===== config.mk =====
export PLATFORM = sky130hd
export DESIGN_NAME = eldt_ctrl
export DESIGN_NICKNAME = d
export VERILOG_FILES = /design/src/rtl/core/eldt_pkg.sv /design/src/rtl/core/eldt_ctrl.sv
export SDC_FILE = /design/constraint.sdc
export NUM_CORES = 1
export LEC_CHECK = 0
export CAP_MARGIN = 20
export CORE_AREA = 2 2 39 41
export DETAILED_ROUTE_END_ITERATION = 10
export DIE_AREA = 0 0 41 43
export DONT_BUFFER_PORTS = 1
export PLACE_DENSITY_LB_ADDON = 0.3
export SYNTH_ARGS = -nofsm -noshare
export SYNTH_HDL_FRONTEND = slang
export SYNTH_SLANG_ARGS = --single-unit

===== constraint.sdc =====
create_clock -name clk -period 1.85 [get_ports clk]
set_input_delay 0.4625 -clock clk [delete_from_list [all_inputs] [get_ports clk]]
set_output_delay 0.4625 -clock clk [all_outputs]
set_load 0.01 [all_outputs]

===== src/rtl/core/eldt_pkg.sv =====
// shared types and constants for the edge list degree tracker
package eldt_pkg;

    localparam int VID_W    = 10;
    localparam int CNT_W    = 13;
    localparam int STATUS_W = 2;
    localparam int EDGE_W   = 2 * VID_W + CNT_W;
    localparam int CFG_W    = 13;
    localparam int CFG_IDX_W = 1;

    localparam logic [CNT_W-1:0]    DEG_SAT = 13'h1FFF;
    localparam logic [VID_W-1:0]    VCOUNT_RST = 10'd1023;
    localparam logic [CNT_W-1:0]    ELIMIT_RST = 13'd4096;

    localparam logic [STATUS_W-1:0] STATUS_OK    = 2'd0;
    localparam logic [STATUS_W-1:0] STATUS_FULL  = 2'd1;
    localparam logic [STATUS_W-1:0] STATUS_RANGE = 2'd2;

    localparam logic [CFG_IDX_W-1:0] REG_VERTEX_COUNT = 1'd0;
    localparam logic [CFG_IDX_W-1:0] REG_EDGE_LIMIT   = 1'd1;

    typedef enum logic [4:0] {
        ST_INIT  = 5'b00001,
        ST_IDLE  = 5'b00010,
        ST_ADD   = 5'b00100,
        ST_CLEAR = 5'b01000,
        ST_REPLY = 5'b10000
    } state_t;

    typedef struct packed {
        logic latch_in;
        logic rd_en;
        logic sweep_init;
        logic sweep_wr;
        logic sweep_full;
        logic commit;
        logic reply;
    } ctrl_cmd_t;

    typedef struct packed {
        logic action;
        logic sweep_last;
        logic out_free;
    } dp_stat_t;

endpackage


===== src/rtl/core/eldt_ctrl.sv =====
// controller state machine for the edge list degree tracker
module eldt_ctrl
    import eldt_pkg::*;
(
    input  logic      clk,
    input  logic      rst_n,
    input  logic      in_valid,
    output logic      in_ready,
    input  dp_stat_t  stat,
    output ctrl_cmd_t cmd
);

    state_t state_reg;
    state_t state_next;

    always_ff @(posedge clk or negedge rst_n)
    begin
        if (!rst_n)
        begin
            state_reg <= ST_INIT;
        end
        else
        begin
            state_reg <= state_next;
        end
    end

    always_comb
    begin
        state_next = state_reg;
        cmd        = '0;
        in_ready   = 1'b0;
        case (state_reg)
            ST_INIT:
            begin
                // zero the vertex stores after reset
                cmd.sweep_wr   = 1'b1;
                cmd.sweep_full = 1'b1;
                if (stat.sweep_last)
                begin
                    state_next = ST_IDLE;
                end
            end
            ST_IDLE:
            begin
                in_ready       = 1'b1;
                cmd.rd_en      = 1'b1;
                cmd.latch_in   = in_valid;
                cmd.sweep_init = in_valid;
                if (in_valid)
                begin
                    state_next = stat.action ? ST_CLEAR : ST_ADD;
                end
            end
            ST_ADD:
            begin
                // read data is held until the output slot frees up
                cmd.commit = stat.out_free;
                if (stat.out_free)
                begin
                    state_next = ST_IDLE;
                end
            end
            ST_CLEAR:
            begin
                cmd.sweep_wr = 1'b1;
                if (stat.sweep_last)
                begin
                    state_next = ST_REPLY;
                end
            end
            ST_REPLY:
            begin
                cmd.reply = stat.out_free;
                if (stat.out_free)
                begin
                    state_next = ST_IDLE;
                end
            end
            default:
            begin
                state_next = ST_INIT;
            end
        endcase
    end

endmodule


==> out/results.tsv <==
metric	value	unit
DR pass1 iterations	4	
root buf cell	clkbuf_4	
share of cells above drive strength 1	31.9	%
Static Leak	0.194	nW
area grow syn2layout	18.3	%
total wire length	742	um
Hold Crit Class	primary input to async pin	
antenna diode count	0	
commonest cells after routing, fill and taps aside	nor2_1 (4), nand2b_1 (3), clkbuf_4 (3), buf_4 (3), dfrtp_1 (3)	
vias in the first global route	294	
part of the power in registers	32.6	%
max reg flops	5	
Final ANT Viol Nets	0	
Critical Path AT	1.34	ns
reg2reg path depth	3	
initial antenna violation count	0	
Post-Synthesis Cells	42	
Critical Path RT	1.39	ns
status	finished clean	
Final period util	97.2	%
clock latency on the worst-skew pair	0.23	ns
post-placement worst setup slack	0.202	ns
Core Rows	14	
Synth Area in Adders	0	%
Pins Over Slew Limit	0	
Via Count	321	
final core occ	32.7	%
reg-to-reg startpoint	state_reg[0]$_DFFE_PN1P_	
Worst-Margin Slew	0.307	ns
clk sink count	5	
hpwl dp	564	um
Synth cell types	27	
port bufs	0	
clock skew	0.000606	ns
WL/cell	11.8	um
Comb power frac	45.5	%
gpl congestion	0.716	
P_int	0.337	mW
sw frac	39.7	%
R2R setup slack	0.54	ns
Yosys Warn Count	0	
Max clock buf depth	2	
post-synthesis simple-gate area fraction	33.3	%
critical path class	flip-flop to primary output	
Slew headroom	79.2	%
endpoints failing setup	0	
CP Launch Type	flip-flop	
full die area	0.00176	sq mm
EDFF count, synth	0	
CP endpoint kind	primary output	
largest family of logic cells by synthesized area	simple AND/OR/NAND/NOR gates	
Post-Synth XOR/XNOR Area	0	%
CTS tree	yes	
routed vias/inst	5.10	
Design Area, Final	453	sq um
Layout fillers	151	
total gr overflow	0	
RSZ-0062 raised after global routing	true	
total track usage	9.42	%
Mapped Nets	48	
asr flop ratio synth	100	%
sw power	0.222	mW
width of the die	41	um
Nets	54	
most common cell after layout, fill and taps aside	nor2_1	
worst-path maximum fanout	10	
DRC violations left	0	
I/O pin count	14	
Clk pwr share	21.9	%
Starting Density	27.7	%
mux cell area share after synthesis	0	%
Die Span Y	43	um
post-synthesis area per instance	9.12	sq um
worst setup margin	0.0523	ns
Area after DPL	392	sq um
core area	0.00138	sq mm
DRT iter0 DRCs	5	
clock buffers created by TritonCTS	3	
ys flop type	dfrtp_1	
first-pass GRT wire length	1.12	mm
worst vdd ir	0.484	mV
Post-Syn Area	383	sq um
post-synthesis compound-gate area fraction	23.9	%
sequential area share after synthesis	33.0	%
fmax	556	MHz
final hold vios	0	
# H-tree levels	1	
Min Clock Period, post-route	1.80	ns
Synth Register Bits	5	
reg2reg end	state_reg[1]$_DFFE_PN0P_	
Pwr Density	1230	mW/mm^2
max-capacitance violation count	0	
WHS	0.0693	ns
largest net degree at the start of global routing	11	
setup TNS	0	ns
Worst-path clk slew	0.04	ns
==> cell usage after synthesis, types with 2 or more instances <==
cell type  instances  area (sq um)
a21oi_1            3          15.0
buf_4              2          15.0
dfrtp_1            4           100
inv_1              3          11.3
nand2b_1           3          18.8
nor2_1             5          18.8
nor3_1             2          10.0
==> layout make-up <==
cell class	count	area, sq um	area share [%]
clock buffer	4	26.3	5.80
inverter	3	11.3	2.49
sequential	5	128	28.2
timing repair buffer	4	32.5	7.18
multi-input combinational	31	235	51.9
tap	16	20.0	4.42
==> stage by stage <==
stage	power, mW	instances
2_1_floorplan	0.391	42
3_3_place_gp	0.393	57
3_5_place_dp	0.396	57
4_1_cts	0.549	63
5_1_grt	0.601	63
6_report	0.558	63
==> layer usage <==
layer | track usage, % | vias up | wire [um] | share of wire (%)
met5 | 0 | - | 0 | 0
met4 | 6.00 | 0 | 0 | 0
met3 | 2.09 | 0 | 50 | 6.7
met2 | 13.4 | 11 | 373 | 50
met1 | 12.3 | 146 | 318 | 43
li1 | - | 164 | - | -
==> power groups by stage <==
| stage | combinational (mW) | sequential [mW] | clock (mW) |
|---|---|---|---|
| floorplan | 0.223 | 0.167 | 0 |
| global placement | 0.205 | 0.188 | 0 |
| detailed placement | 0.206 | 0.189 | 0 |
| CTS | 0.241 | 0.179 | 0.130 |
| global route | 0.279 | 0.188 | 0.134 |
| finish | 0.254 | 0.182 | 0.122 |
==> worst max-delay path, cell delays in order (launching register included) <==
cell and delay [ns]:
dfstp_2 0.40, or3_4 0.41, nor3_2 0.15, buf_4 0.13
==> logic make-up after synthesis <==
| group | Yosys count |
|---|---|
| AND/OR/NAND/NOR | 20 |
| buffers and inverters | 6 |
| flip-flops | 5 |
| AO/OA/AOI/OAI | 11 |
==> how the worst max path moves through the flow <==
| stage | start | end | cells past startpoint |
|---|---|---|---|
| 2_1_floorplan | state_reg[0]$_DFFE_PN1P_ | cmd[0] | 3 |
| 3_3_place_gp | state_reg[1]$_DFFE_PN0P_ | cmd[1] | 2 |
| 3_5_place_dp | state_reg[1]$_DFFE_PN0P_ | cmd[1] | 2 |
| 4_1_cts | state_reg[0]$_DFFE_PN1P_ | cmd[0] | 3 |
| 5_1_grt | state_reg[0]$_DFFE_PN1P_ | cmd[0] | 3 |
| 6_report | state_reg[0]$_DFFE_PN1P_ | cmd[0] | 3 |
==> repair_timing <==
| action | CTS | global route |
|---|---|---|
| endpoints found under the setup margin | 2 | 4 |
| hold buffers | 1 | 0 |
| gates resized for setup | 2 | 4 |
| endpoints found under the hold margin | 4 | 0 |
| setup buffers | 1 | 0 |
(Power assumes the default switching activity.)
